File: src/rtl/core/bcc_pkg.sv
package bcc_pkg;

  // field and state widths
  localparam int unsigned CyclesW   = 8;
  localparam int unsigned StatusW   = 16;
  localparam int unsigned ElapsedW  = 27;
  localparam int unsigned LimitW    = 26;
  localparam int unsigned CfgIndexW = 3;
  localparam int unsigned CfgDataW  = 16;

  // status word bits that end discharge and charge in normal mode
  localparam int unsigned BitDischarged = 5;
  localparam int unsigned BitCharged    = 4;

  localparam logic [LimitW-1:0]   MsPerSec   = LimitW'(1000);
  localparam logic [LimitW-1:0]   MsPerMin   = LimitW'(60000);
  localparam logic [ElapsedW-1:0] ElapsedMax = '1;

  // request function codes
  localparam logic FuncTick      = 1'b0;
  localparam logic FuncStartStop = 1'b1;

  typedef enum logic [2:0] {
    PhIdle      = 3'd0,
    PhDischarge = 3'd1,
    PhPauseDis  = 3'd2,
    PhCharge    = 3'd3,
    PhPauseChg  = 3'd4
  } phase_e;

  typedef enum logic [CfgIndexW-1:0] {
    CfgDemoMode    = 3'd0,
    CfgDemoDisSec  = 3'd1,
    CfgDemoChgSec  = 3'd2,
    CfgPauseDisMin = 3'd3,
    CfgPauseChgMin = 3'd4
  } cfg_idx_e;

  // controller state
  typedef struct packed {
    phase_e                phase;
    logic                  running;
    logic [CyclesW-1:0]    cycles;
    logic [ElapsedW-1:0]   elapsed;
    logic                  relay_dis;
    logic                  relay_chg;
  } ctl_state_t;

  // phase limits, already scaled to milliseconds
  typedef struct packed {
    logic                demo_mode;
    logic [LimitW-1:0]   demo_dis_ms;
    logic [LimitW-1:0]   demo_chg_ms;
    logic [LimitW-1:0]   pause_dis_ms;
    logic [LimitW-1:0]   pause_chg_ms;
  } limits_t;

endpackage

File: src/rtl/core/bcc_step.sv
module bcc_step (
  input  bcc_pkg::ctl_state_t               cur_i,
  input  bcc_pkg::limits_t                  lim_i,
  input  logic                              func_i,
  input  logic [bcc_pkg::CyclesW-1:0]       cycle_count_i,
  input  logic [bcc_pkg::StatusW-1:0]       battery_status_i,
  output bcc_pkg::ctl_state_t               nxt_o
);

  logic [bcc_pkg::ElapsedW-1:0] elapsed_inc;
  logic [bcc_pkg::LimitW-1:0]   limit;
  logic                         timed_out;
  logic [bcc_pkg::CyclesW-1:0]  cycles_dec;

  // saturating millisecond count
  assign elapsed_inc = (cur_i.elapsed == bcc_pkg::ElapsedMax) ? cur_i.elapsed
                     : cur_i.elapsed + 1'b1;
  assign cycles_dec  = cur_i.cycles - 1'b1;

  // one limit per phase
  always_comb begin
    case (cur_i.phase)
      bcc_pkg::PhDischarge: limit = lim_i.demo_dis_ms;
      bcc_pkg::PhPauseDis:  limit = lim_i.demo_mode ? lim_i.demo_dis_ms : lim_i.pause_dis_ms;
      bcc_pkg::PhCharge:    limit = lim_i.demo_chg_ms;
      bcc_pkg::PhPauseChg:  limit = lim_i.demo_mode ? lim_i.demo_chg_ms : lim_i.pause_chg_ms;
      default:              limit = '0;
    endcase
  end

  assign timed_out = elapsed_inc > bcc_pkg::ElapsedW'(limit);

  always_comb begin
    nxt_o = cur_i;
    if (func_i == bcc_pkg::FuncStartStop) begin
      if (!cur_i.running && (cycle_count_i != '0)) begin
        nxt_o.running = 1'b1;
        nxt_o.cycles  = cycle_count_i;
        nxt_o.phase   = bcc_pkg::PhDischarge;
        nxt_o.elapsed = '0;
      end else begin
        nxt_o.running   = 1'b0;
        nxt_o.phase     = bcc_pkg::PhIdle;
        nxt_o.relay_dis = 1'b0;
        nxt_o.relay_chg = 1'b0;
      end
    end else begin
      nxt_o.elapsed = elapsed_inc;
      if (cur_i.running) begin
        unique case (cur_i.phase)
          bcc_pkg::PhDischarge: begin
            nxt_o.relay_dis = 1'b1;
            nxt_o.relay_chg = 1'b0;
            if (lim_i.demo_mode ? timed_out : battery_status_i[bcc_pkg::BitDischarged]) begin
              nxt_o.phase   = bcc_pkg::PhPauseDis;
              nxt_o.elapsed = '0;
            end
          end
          bcc_pkg::PhPauseDis: begin
            nxt_o.relay_dis = 1'b0;
            nxt_o.relay_chg = 1'b0;
            if (timed_out) begin
              nxt_o.phase   = bcc_pkg::PhCharge;
              nxt_o.elapsed = '0;
            end
          end
          bcc_pkg::PhCharge: begin
            nxt_o.relay_dis = 1'b0;
            nxt_o.relay_chg = 1'b1;
            if (lim_i.demo_mode ? timed_out : battery_status_i[bcc_pkg::BitCharged]) begin
              nxt_o.phase   = bcc_pkg::PhPauseChg;
              nxt_o.elapsed = '0;
            end
          end
          bcc_pkg::PhPauseChg: begin
            nxt_o.relay_dis = 1'b0;
            nxt_o.relay_chg = 1'b0;
            if (timed_out) begin
              nxt_o.cycles = cycles_dec;
              if (cycles_dec != '0) begin
                nxt_o.phase   = bcc_pkg::PhDischarge;
                nxt_o.elapsed = '0;
              end else begin
                nxt_o.running = 1'b0;
                nxt_o.phase   = bcc_pkg::PhIdle;
              end
            end
          end
          default: begin
            nxt_o.relay_dis = 1'b0;
            nxt_o.relay_chg = 1'b0;
          end
        endcase
      end
    end
  end

endmodule

File: src/rtl/core/battery_cycle_controller_core.sv
// Battery conditioning sequencer: each request is either a one millisecond
// tick (func 0) or a start/stop press (func 1), and every request produces
// exactly one result with the phase, running flag, remaining cycles and both
// relay drive levels after it. The block takes one request per clock: the
// controller state is updated in the accept cycle and the result lands in an
// output register, so a new request is taken whenever that register is empty
// or being drained in the same cycle. The result turns valid in the cycle
// after accept. Configuration writes are taken at any time (cfg_ready_o is
// always high); second and minute values are scaled to milliseconds as they
// are written, so phase limits are ready on the very next cycle. Writes to
// indexes outside the register list are accepted and ignored.
module battery_cycle_controller_core (
  input  logic                              clk_i,
  input  logic                              rst_ni,

  // configuration write channel
  input  logic                              cfg_valid_i,
  output logic                              cfg_ready_o,
  input  logic [bcc_pkg::CfgIndexW-1:0]     cfg_index_i,
  input  logic [bcc_pkg::CfgDataW-1:0]      cfg_data_i,

  // request channel
  input  logic                              in_valid_i,
  output logic                              in_ready_o,
  input  logic                              func_i,
  input  logic [bcc_pkg::CyclesW-1:0]       cycle_count_i,
  input  logic [bcc_pkg::StatusW-1:0]       battery_status_i,

  // result channel
  output logic                              out_valid_o,
  input  logic                              out_ready_i,
  output logic [2:0]                        phase_o,
  output logic                              running_o,
  output logic [bcc_pkg::CyclesW-1:0]       cycles_left_o,
  output logic                              relay_discharge_o,
  output logic                              relay_charge_o
);

  bcc_pkg::limits_t    lim_q;
  bcc_pkg::ctl_state_t ctl_q, ctl_d;
  logic                out_valid_q;
  logic [2:0]          phase_q;
  logic                running_q;
  logic [bcc_pkg::CyclesW-1:0] cycles_q;
  logic                relay_dis_q;
  logic                relay_chg_q;
  logic                in_fire;
  logic                cfg_fire;

  assign cfg_ready_o = 1'b1;
  assign cfg_fire    = cfg_valid_i & cfg_ready_o;

  // output register empty or draining this cycle
  assign in_ready_o = ~out_valid_q | out_ready_i;
  assign in_fire    = in_valid_i & in_ready_o;

  // configuration registers, stored in milliseconds
  always_ff @(posedge clk_i or negedge rst_ni) begin
    if (!rst_ni) begin
      lim_q <= '0;
    end else if (cfg_fire) begin
      unique case (cfg_index_i)
        bcc_pkg::CfgDemoMode: begin
          lim_q.demo_mode <= cfg_data_i[0];
        end
        bcc_pkg::CfgDemoDisSec: begin
          lim_q.demo_dis_ms <= bcc_pkg::LimitW'(cfg_data_i) * bcc_pkg::MsPerSec;
        end
        bcc_pkg::CfgDemoChgSec: begin
          lim_q.demo_chg_ms <= bcc_pkg::LimitW'(cfg_data_i) * bcc_pkg::MsPerSec;
        end
        bcc_pkg::CfgPauseDisMin: begin
          lim_q.pause_dis_ms <= bcc_pkg::LimitW'(cfg_data_i[9:0]) * bcc_pkg::MsPerMin;
        end
        bcc_pkg::CfgPauseChgMin: begin
          lim_q.pause_chg_ms <= bcc_pkg::LimitW'(cfg_data_i[9:0]) * bcc_pkg::MsPerMin;
        end
        default: begin
          // unknown index, write dropped
        end
      endcase
    end
  end

  // next-state logic for one request
  bcc_step u_step (
    .cur_i            (ctl_q),
    .lim_i            (lim_q),
    .func_i           (func_i),
    .cycle_count_i    (cycle_count_i),
    .battery_status_i (battery_status_i),
    .nxt_o            (ctl_d)
  );

  // controller state advances only on an accepted request
  always_ff @(posedge clk_i or negedge rst_ni) begin
    if (!rst_ni) begin
      ctl_q.phase     <= bcc_pkg::PhIdle;
      ctl_q.running   <= 1'b0;
      ctl_q.cycles    <= '0;
      ctl_q.elapsed   <= '0;
      ctl_q.relay_dis <= 1'b0;
      ctl_q.relay_chg <= 1'b0;
    end else if (in_fire) begin
      ctl_q <= ctl_d;
    end
  end

  // result register handshake
  always_ff @(posedge clk_i or negedge rst_ni) begin
    if (!rst_ni) begin
      out_valid_q <= 1'b0;
    end else if (in_fire) begin
      out_valid_q <= 1'b1;
    end else if (out_ready_i) begin
      out_valid_q <= 1'b0;
    end
  end

  // result payload, snapshot of the state after the request
  always_ff @(posedge clk_i) begin
    if (in_fire) begin
      phase_q     <= ctl_d.phase;
      running_q   <= ctl_d.running;
      cycles_q    <= ctl_d.cycles;
      relay_dis_q <= ctl_d.relay_dis;
      relay_chg_q <= ctl_d.relay_chg;
    end
  end

  assign out_valid_o       = out_valid_q;
  assign phase_o           = phase_q;
  assign running_o         = running_q;
  assign cycles_left_o     = cycles_q;
  assign relay_discharge_o = relay_dis_q;
  assign relay_charge_o    = relay_chg_q;

endmodule

File: config.mk
export PLATFORM = sky130hd
export DESIGN_NAME = battery_cycle_controller_core
export DESIGN_NICKNAME = d
export VERILOG_FILES = /design/src/rtl/core/bcc_pkg.sv /design/src/rtl/core/bcc_step.sv /design/src/rtl/core/battery_cycle_controller_core.sv
export SDC_FILE = /design/constraint.sdc
export NUM_CORES = 1
export LEC_CHECK = 0
export ABC_CLOCK_PERIOD_IN_PS = 11800
export BUFFER_PORTS_ARGS = -buffer_cell sky130_fd_sc_hd__buf_2
export CORE_UTILIZATION = 60
export DETAILED_ROUTE_END_ITERATION = 10
export PLACE_DENSITY = 0.82
export SYNTH_ARGS = -nofsm -noshare
export SYNTH_HDL_FRONTEND = slang
export SYNTH_HIERARCHICAL = 1
export SYNTH_SLANG_ARGS = --single-unit
File: constraint.sdc
create_clock -name clk_i -period 11.8 [get_ports clk_i]
set_clock_uncertainty 0.2 [all_clocks]
set_input_delay 1.77 -clock clk_i [delete_from_list [all_inputs] [get_ports clk_i]]
set_output_delay 1.77 -clock clk_i [all_outputs]
set_load 0.01 [all_outputs]
* After elaboration in Yosys (flattened, before gate mapping)
Cells that the tools add are included. Widths: inputs -> output; s select.
Storage, ports and cells: register bits 145, bits in latches 0, bits in writable memories 0, bits in read-only memories 0, input bits 49, memories 0
Cells by class: add/sub/neg operators 2, multiply operators 2, divide/modulo/power cells 0, magnitude comparators 1, eq/ne operators 10, shifts and indexed selects 0, multiplexer cells 27, bitwise gates (word level) 3, reductions and logical operators 12
Operators by type and width (number):
- $mux 27 | 5
- $pmux 27 s4 | 1
- $pmux 26 s4 | 1
- $mux 41 | 2
- $mux 26 | 2
- $mux 39 | 1
- $mux 35 | 1
- $add 27x1->27 const B | 1
- $eq 27x27->1 const B | 1
- $gt 27x26->1 | 1
- $mul 16x7->23 const B | 1
- $mul 10x11->21 const B | 1
- $reduce_bool 8->1 | 2
- $eq 3x2->1 const B | 4
- $pmux 3 s4 | 1
- $reduce_and 2->1 | 6
- $mux 3 | 3
- $mux 9 | 1
- $sub 8x1->8 const B | 1
- $eq 3x1->1 const B | 2
- $eq 3x3->1 const B | 2
- $mux 1 | 6
- $mux 2 | 2
- $pmux 2 s2 | 1
- other kinds (8) | 8

* Longest topological paths before layout
Gate-level depths: netlist (run 1).
word-level depth 8, mapped depth 22, mapped depth without buffers 21

* By module
The synthesis (run 1) kept the hierarchy.
Modules (own cells, without submodules):
- battery_cycle_controller_core | times used 1, cells an instance 1007, area an instance 10577.6 um2, sequential area each 3698.5 um2
- bcc_step | times used 1, cells an instance 476, area an instance 3226.8 um2, sequential area each 0.0 um2

* Worst setup path after synthesis (run 1)
OpenSTA, ideal clock, no wires.
path type input-to-reg, start input cfg_data_i[8] (netlist bit), end register lim_q[17] (netlist bit), arrival time 5992 ps, setup slack 5476 ps, stages on the path 17, cell sequence inv_1 ha_1 fa_1 fa_1 inv_1 fa_1 inv_1 fa_1 inv_1 ha_1 buf_2 a21oi_1 nand3_1 or2_1 a21oi_2 nor4b_1 or3_1
Between the ends: word-level cells in the longest chain between the ends 1
RTL lines:
- from (decl) | RTL line battery_cycle_controller_core.sv:20 | input logic [bcc_pkg::CfgDataW-1:0] cfg_data_i,
- $mul 10x11->21 | RTL line battery_cycle_controller_core.sv:76 | lim_q.pause_chg_ms <= bcc_pkg::LimitW'(cfg_data_i[9:0]) * bcc_pkg::MsPerMin;
- to (decl) | RTL line battery_cycle_controller_core.sv:39 | bcc_pkg::limits_t lim_q;
No other way between the ends. A chain may end at the register's enable or synchronous reset.

* Final worst setup path (run 1)
start input cfg_data_i[8] (netlist bit), end register lim_q[24] (netlist bit)
Same word-level chain as after synthesis.

==> Implementation_results.wiki, run 1 <==
{| class="wikitable"
! Metric !! Value
|-
| Outcome || finished clean
|-
| Count of state elements after synthesis || 145
|-
| Clock insertion delay at the later pin of the skew report || 420 ps
|-
| TritonCTS Buffers || 17
|-
| Share of post-route cells with drive strength above 1 || 11.9%
|-
| Total routing resource utilization after global routing || 28.5%
|-
| Resized Gates After CTS || 0
|-
| Wire length of the first global-routing pass || 53900 um
|-
| Flop-to-flop setup slack || 5830 ps
|-
| Number of pins with negative max-slew slack in the final report || 0
|-
| Hold depth || 2
|-
| Hold path endpoint || lim_q[102]
|-
| Cell with the most instances after synthesis || sky130_fd_sc_hd__nand2_1
|-
| Number of design rule violations left after detail routing || 0
|-
| Port Buffer Count || 50
|-
| Standard-cell rows || 55
|-
| Number of failing hold endpoints at the final stage || 0
|-
| Placement Cell Area || 0.0143 mm^2
|-
| Arithmetic-cell share of the synthesized area counting full adders, half adders and majority gates || 24.7%
|-
| Max stage delay cell, worst path || sky130_fd_sc_hd__fa_1
|-
| Yosys warning total || 6
|-
| Final instance area || 0.0148 mm^2
|-
| List of cells traversed by the critical path || buf_2 -> inv_1 -> ha_1 -> fa_1 -> fa_1 -> inv_1 -> fa_1 -> inv_1 -> fa_1 -> inv_1 -> ha_1 -> a21o_1 -> a31oi_1 -> o21ai_1 -> a221oi_1 -> xor2_1 -> o21ai_0
|-
| Post-Synth Simple-Gate Area || 15.6%
|-
| Path type of the worst setup path || in2reg
|-
| Number of antenna violations at the first check in global routing || 0
|-
| Clock tree root buffer cell || sky130_fd_sc_hd__clkbuf_16
|-
| Nature of the critical path endpoint || flip-flop
|-
| Largest family of logic cells by synthesized area || adder cells
|-
| Number of clock sinks seen by CTS || 145
|-
| Req. time, crit path || 11870 ps
|-
| Worst-case vdd ir drop || 0.117 mV
|-
| Upper clock frequency limit || 156 MHz
|-
| Routed wire length per instance || 18.2 um
|-
| Total negative slack for setup checks || 0 ps
|-
| Number of buffers inserted for hold repair after clock tree synthesis || 0
|-
| Final count of negative-setup-slack endpoints || 0
|-
| R2r startpoint || ctl_q[2]
|-
| Post-synthesis share of cell area spent on xor and xnor gates || 3.44%
|-
| Post-synthesis cell type count || 99
|-
| Clock edge transition at the registers on the reported setup and hold paths || 60 ps
|-
| Max_cap viols || 0
|-
| Arrival time of the worst setup path || 6500 ps
|-
| Worst Reg2Reg Path Length in Cells || 21
|-
| Routed WL || 32600 um
|-
| Delay of the slowest cell on the worst path || 550 ps
|-
| 1st-iter DRT viols || 676
|-
| Number of enable flip-flop cells after synthesis || 14
|-
| Maximum number of pins on one net before global-route repair || 75
|-
| Top FF cell, synth || sky130_fd_sc_hd__dfrtp_1
|-
| Post-synth top cells || sky130_fd_sc_hd__nand2_1, sky130_fd_sc_hd__inv_1, sky130_fd_sc_hd__ha_1, sky130_fd_sc_hd__dfrtp_1, sky130_fd_sc_hd__o21ai_0
|-
| CP startpoint kind || primary input
|-
| Chip height || 154 um
|-
| Final-stage net count || 1774
|-
| Number of antenna repair diodes || 0
|-
| Unrepaired setup endpoints after global routing || false
|-
| Sequential cell area fraction in the yosys report || 26.8%
|-
| Async set-or-reset flop fraction in the synthesized netlist || 90.3%
|-
| Type of the tightest min-delay check || reg2reg
|-
| Via count of the routed design || 11100
|-
| Endpoint of the worst-slack reg-to-reg timing path || ctl_q[22]
|-
| Layout-stage area growth over the synthesis result || 7.38%
|-
| Area leader, netlist || sky130_fd_sc_hd__dfrtp_1
|-
| Detailed Place HPWL || 24800 um
|-
| Multiplexer area fraction after synthesis || 5.54%
|-
| Critical Path Fanout Max || 6
|-
| Worst Hold Launch || lim_q[102]
|-
| Count of mapped cells out of synthesis || 1483
|-
| Starting density of the core || 61.2%
|-
| Routability Congestion || 0.929
|-
| Number of antenna-violating nets in the routed design || 0
|-
| Vias per cell || 6.16
|-
| Leakage power summed over all cells || 0.00718 uW
|-
| Tightest slew margin relative to the limit || 19.7%
|-
| H-tree levels || 4
|-
| TritonCTS clock tree || yes
|-
| PD cells || 233 mW/mm^2
|-
| Via count of the first global-routing pass || 10800
|-
| Aggregate global routing overflow || 0
|-
| Area inside the core boundary || 0.0226 mm^2
|-
| Setup Buffers After CTS || 0
|-
| Syn Std Cell Area || 0.0138 mm^2
|-
| Mean area per synthesized cell || 9.31 um^2
|-
| Width of the die || 154 um
|-
| Worst slew pin tran || 1200 ps
|-
| Complex-gate fraction of the synthesized area || 17.4%
|-
| Fraction of the cycle the final worst path needs || 54.5%
|-
| Longest Clk Path Bufs || 2
|-
| Floorplan die area || 0.0236 mm^2
|-
| Min cycle time layout || 6430 ps
|-
| Biggest area contributors in the synthesized netlist || sky130_fd_sc_hd__dfrtp_1, sky130_fd_sc_hd__ha_1, sky130_fd_sc_hd__fa_1, sky130_fd_sc_hd__nand2_1, sky130_fd_sc_hd__inv_1
|-
| Boundary Pins || 66
|-
| Share of the synthesized area in the top cell type || 23.7%
|-
| First-pass iteration count of the detailed router || 5
|}
## how the worst max path moves through the flow
stage | from | end | slack [ps] | cells after the start
after global placement | cfg_data_i[8] | lim_q[17] | 4990 | 17
after CTS | cfg_data_i[8] | lim_q[24] | 5370 | 17
after detailed placement | cfg_data_i[8] | lim_q[51] | 4950 | 17
after floorplan | cfg_data_i[8] | lim_q[17] | 5480 | 17
after global routing | cfg_data_i[8] | lim_q[24] | 5070 | 17
final | cfg_data_i[8] | lim_q[24] | 5370 | 17
## flip-flops by register name, indices dropped and copies added (netlist names)
name               flops
ctl_q                 41
cycles_left_o          8
lim_q                 89
out_valid_o            1
phase_o                3
relay_charge_o         1
relay_discharge_o      1
running_o              1
## per-stage QoR
step	util, %	hold slack [ps]	cells	worst slack (ps)	total power, uW
floorplan	-	245	1498	5480	2400
global placement	63.2	258	1769	4990	2830
detailed placement	63.2	264	1769	4950	2910
CTS	65.7	279	1798	5370	3440
global route	65.7	289	1798	5070	3740
finish	65.7	273	1798	5370	3450
## cells by family (layout without fill, tap and decap cells)
family	count (synthesis)	after routing
AO/OA/AOI/OAI	334	334
XOR/XNOR	51	51
adder cells (fa/ha/maj)	225	225
buffers and inverters	229	244
flip-flops	145	145
multiplexers	70	70
other	2	17
AND/OR/NAND/NOR	427	427
## worst max-delay path: cells and delay by family
family                     cells  cell delay [ps]
AOI/OAI and AO/OA              5             1130
adders and majority gates      6             2700
buffers and inverters          5              640
xor gates and xnor gates       1              280
## report_power, final
part	internal, uW	total, uW	switching, uW
Sequential	677	817	140
Combinational	824	2130	1300
Clock	307	511	204
## area by class of cell
cell class	instances	area, um^2
clock inverters	7	48.8
flip-flops and latches	145	3700
repair buffers	61	335
fillers	1858	7750
multi-input cells	1124	9290
clock buffers	22	517
well taps	285	357
inverters	154	578
## metal layers
layer	global-route usage [%]	up-vias	routed length (um)
met2	49.2	353	16100
met3	2.76	54	1400
met5	0	-	0
met4	11.2	0	1000
met1	37.1	5399	14100
li1	-	5269	-
## placed cells by master, fill, tap and decap left out, types with 34 or more instances in the layout
master,netlist,routed
sky130_fd_sc_hd__a22o_1,34,34
sky130_fd_sc_hd__nand2_1,165,164
sky130_fd_sc_hd__ha_1,141,141
sky130_fd_sc_hd__nand3_1,51,51
sky130_fd_sc_hd__nor2_1,53,53
sky130_fd_sc_hd__fa_1,81,81
sky130_fd_sc_hd__a21oi_1,46,46
sky130_fd_sc_hd__dfrtp_1,131,131
sky130_fd_sc_hd__o21ai_0,82,82
sky130_fd_sc_hd__buf_2,12,49
sky130_fd_sc_hd__inv_1,153,153
sky130_fd_sc_hd__mux2_2,51,51
Note: power is estimated with default switching activity, not from simulation.
==> run 2: changes to the inputs <==
ABC_CLOCK_PERIOD_IN_PS = 6400   (was 11800)
clock period = 6.4 ns   (was 11.8 ns; I/O delays follow)
==> run 2 against run 1 <==
Critical path depth unchanged. Combinational power increased by 85%. Setup slack got worse by 4600 ps. Cell count increased by 0.39%. Die area is the same. Via count is 0.26% higher. Clock-buffer cell count down 3. Non-clock buffer count increased by 4. Utilization is 0.18 points higher. Register-to-register slack worse by 5100 ps.
==> Implementation_results.wiki, run 2 (synthesized netlist as in run 1, its figures left out) <==
{| class="wikitable"
! Metric !! Value
|-
| Outcome || finished clean
|-
| H-tree levels || 4 (unchanged)
|-
| Number of design rule violations left after detail routing || 0 (unchanged)
|-
| Clock tree root buffer cell || sky130_fd_sc_hd__clkbuf_16
|-
| TritonCTS clock tree || yes
|-
| Via count of the routed design || 11100 (+0.26%)
|-
| Fraction of the cycle the final worst path needs || 88.1%
|-
| Nature of the critical path endpoint || flip-flop
|-
| Worst-case vdd ir drop || 0.222 mV (+90%)
|-
| Worst path top cell family by delay || adder cells
|-
| Resized Gates After CTS || 0 (unchanged)
|-
| List of cells traversed by the critical path || buf_2 -> inv_1 -> ha_1 -> fa_1 -> fa_1 -> inv_1 -> fa_1 -> inv_1 -> fa_1 -> inv_1 -> ha_1 -> a21oi_1 -> nand3_1 -> or2_1 -> a21oi_2 -> nor4b_1 -> or3_1
|-
| Count of fill cells added during filler insertion || 1824 (-1.8%)
|-
| First-pass iteration count of the detailed router || 5 (unchanged)
|-
| CP startpoint kind || primary input
|-
| Detailed Place HPWL || 24800 um (-0.22%)
|-
| Number of flip-flops in the largest register || 89 (unchanged)
|-
| Arrival time of the worst setup path || 5750 ps (-750 ps)
|-
| Largest reg by FF count || lim_q
|-
| Area inside the core boundary || 0.0226 mm^2 (unchanged)
|-
| Unrepaired setup endpoints after global routing || false
|-
| Setup Buffers After CTS || 0 (unchanged)
|-
| Critical Path Fanout Max || 9 (+3)
|-
| Total negative slack for setup checks || 0 ps (unchanged)
|-
| Type of the tightest min-delay check || reg2reg
|-
| Final-stage net count || 1778 (+0.23%)
|-
| Maximum number of pins on one net before global-route repair || 79 (+5.3%)
|-
| Upper clock frequency limit || 177 MHz
|-
| Number of antenna repair diodes || 0 (unchanged)
|-
| Aggregate global routing overflow || 0 (unchanged)
|-
| Routed WL || 32400 um (-0.81%)
|-
| Port Buffer Count || 50 (unchanged)
|-
| Clock edge transition at the registers on the reported setup and hold paths || 70 ps (about the same)
|-
| Total routing resource utilization after global routing || 28.4% (-0.14 points)
|-
| Standard-cell rows || 55 (unchanged)
|-
| Max stage delay cell, worst path || sky130_fd_sc_hd__fa_1
|-
| Min cycle time layout || 5640 ps
|-
| Number of pins with negative max-slew slack in the final report || 0 (unchanged)
|-
| Routed wire length per instance || 17.9 um (-1.2%)
|-
| Boundary Pins || 66 (unchanged)
|-
| Number of antenna violations at the first check in global routing || 0 (unchanged)
|-
| Clock insertion delay at the later pin of the skew report || 430 ps (about the same)
|-
| Path type of the worst setup path || in2reg
|-
| Chip height || 154 um (unchanged)
|-
| Routability Congestion || 0.886 (-4.6%)
|-
| Final count of negative-setup-slack endpoints || 0 (unchanged)
|-
| Number of antenna-violating nets in the routed design || 0 (unchanged)
|-
| Width of the die || 154 um (unchanged)
|-
| Wire length of the first global-routing pass || 53700 um (-0.33%)
|-
| Number of failing hold endpoints at the final stage || 0 (unchanged)
|-
| Layout-stage area growth over the synthesis result || 7.67%
|-
| Most frequent cells in the layout || sky130_fd_sc_hd__nand2_1, sky130_fd_sc_hd__inv_1, sky130_fd_sc_hd__ha_1, sky130_fd_sc_hd__dfrtp_1, sky130_fd_sc_hd__o21ai_0
|-
| Max_cap viols || 0 (unchanged)
|-
| Number of buffers inserted for hold repair after clock tree synthesis || 0 (unchanged)
|-
| Share of post-route cells with drive strength above 1 || 12.2% (+0.34 points)
|-
| PD cells || 430 mW/mm^2 (+85%)
|-
| Vias per cell || 6.15 (-0.13%)
|-
| Leakage power summed over all cells || 0.00721 uW (+0.37%)
|-
| Number of buffer and inverter stages on the critical path || 5 (unchanged)
|-
| Delay of the slowest cell on the worst path || 580 ps (+30 ps)
|-
| Worst slew pin tran || 1110 ps (-85.0 ps)
|-
| Via count of the first global-routing pass || 10800 (-0.59%)
|-
| Tightest slew margin relative to the limit || 25.4% (+5.7 points)
|-
| Longest Clk Path Bufs || 2 (unchanged)
|-
| Floorplan die area || 0.0236 mm^2 (unchanged)
|-
| Req. time, crit path || 6510 ps (-5360 ps)
|-
| Post-route core utilization || 65.8% (+0.18 points)
|-
| Starting density of the core || 61.2% (unchanged)
|-
| 1st-iter DRT viols || 706 (+4.4%)
|-
| TritonCTS Buffers || 17 (unchanged)
|-
| Leading cell type in the layout, fill and taps excluded || sky130_fd_sc_hd__nand2_1
|-
| Number of clock sinks seen by CTS || 145 (unchanged)
|}
run 2: changes by cell type in the layout (fill, tap and decap cells not counted), sizes merged:
| cell | before | now |
|---|---|---|
| inv | 154 | 160 |
| clkinvlp | 4 | 3 |
| clkinv | 3 | 4 |
| clkbuf | 22 | 19 |
| buf | 61 | 65 |
run 2: through the flow:
step	setup slack (ps)	instance area [um^2]	total power (uW)	std cells	hold WS, ps
6_report	761	14900	6390	1805	279
4_1_cts	768	14900	6360	1805	279
5_1_grt	496	14900	6920	1805	300
3_5_place_dp	313	14300	5370	1773	264
3_3_place_gp	457	14300	5210	1773	259
2_1_floorplan	886	13900	4420	1498	245
run 2: power breakdown:
| group | total (uW) | switching (uW) | internal, uW |
|---|---|---|---|
| Sequential | 1510 | 262 | 1250 |
| Clock | 957 | 423 | 534 |
| Combinational | 3930 | 2390 | 1530 |
run 2: worst paths after layout:
kind                                    start         end  slack [ps]  cells after the start
worst max-delay path            cfg_data_i[8]   lim_q[17]         760                     17
worst min-delay path                lim_q[85]   lim_q[85]         280                      2
worst max register to register       ctl_q[2]   ctl_q[40]         780                     17
worst min register to register      lim_q[85]   lim_q[85]         280                      2
max in group asynchronous              rst_ni  lim_q[102]        4230                      2
min in group asynchronous              rst_ni   ctl_q[33]         500                      1
run 2: cell type report:
type / count / area [um^2] / share of cell area (%)
clock inverter: 13 / 121 / 0.817
sequential: 145 / 3700 / 24.9
tap: 285 / 357 / 2.40
inverter: 154 / 578 / 3.89
timing repair buffer: 65 / 365 / 2.46
clock buffer: 19 / 454 / 3.06
multi-input combinational: 1124 / 9290 / 62.5
run 2: worst register-to-register path, cell delays in order, from the launching register on:
cell and delay (ps):
sky130_fd_sc_hd__dfrtp_1 490, sky130_fd_sc_hd__ha_1 350, sky130_fd_sc_hd__nand4_4 200, sky130_fd_sc_hd__or3_4 470
sky130_fd_sc_hd__or4_1 670, sky130_fd_sc_hd__nor2_1 190, sky130_fd_sc_hd__xor2_1 290, sky130_fd_sc_hd__ha_1 310
sky130_fd_sc_hd__a21oi_1 130, sky130_fd_sc_hd__o22ai_1 80, sky130_fd_sc_hd__nor2_1 100, sky130_fd_sc_hd__nand2_1 80
sky130_fd_sc_hd__a21o_1 180, sky130_fd_sc_hd__a211oi_2 650, sky130_fd_sc_hd__or2_1 370, sky130_fd_sc_hd__mux2i_1 110
sky130_fd_sc_hd__a311oi_1 470, sky130_fd_sc_hd__mux2_2 240
run 2: layer usage:
layer	routed length [um]	track usage [%]	vias up
met5	0	0	-
met4	1010	11.0	0
met3	1550	2.93	56
met2	15600	48.1	372
met1	14200	37.6	5392
li1	-	-	5284
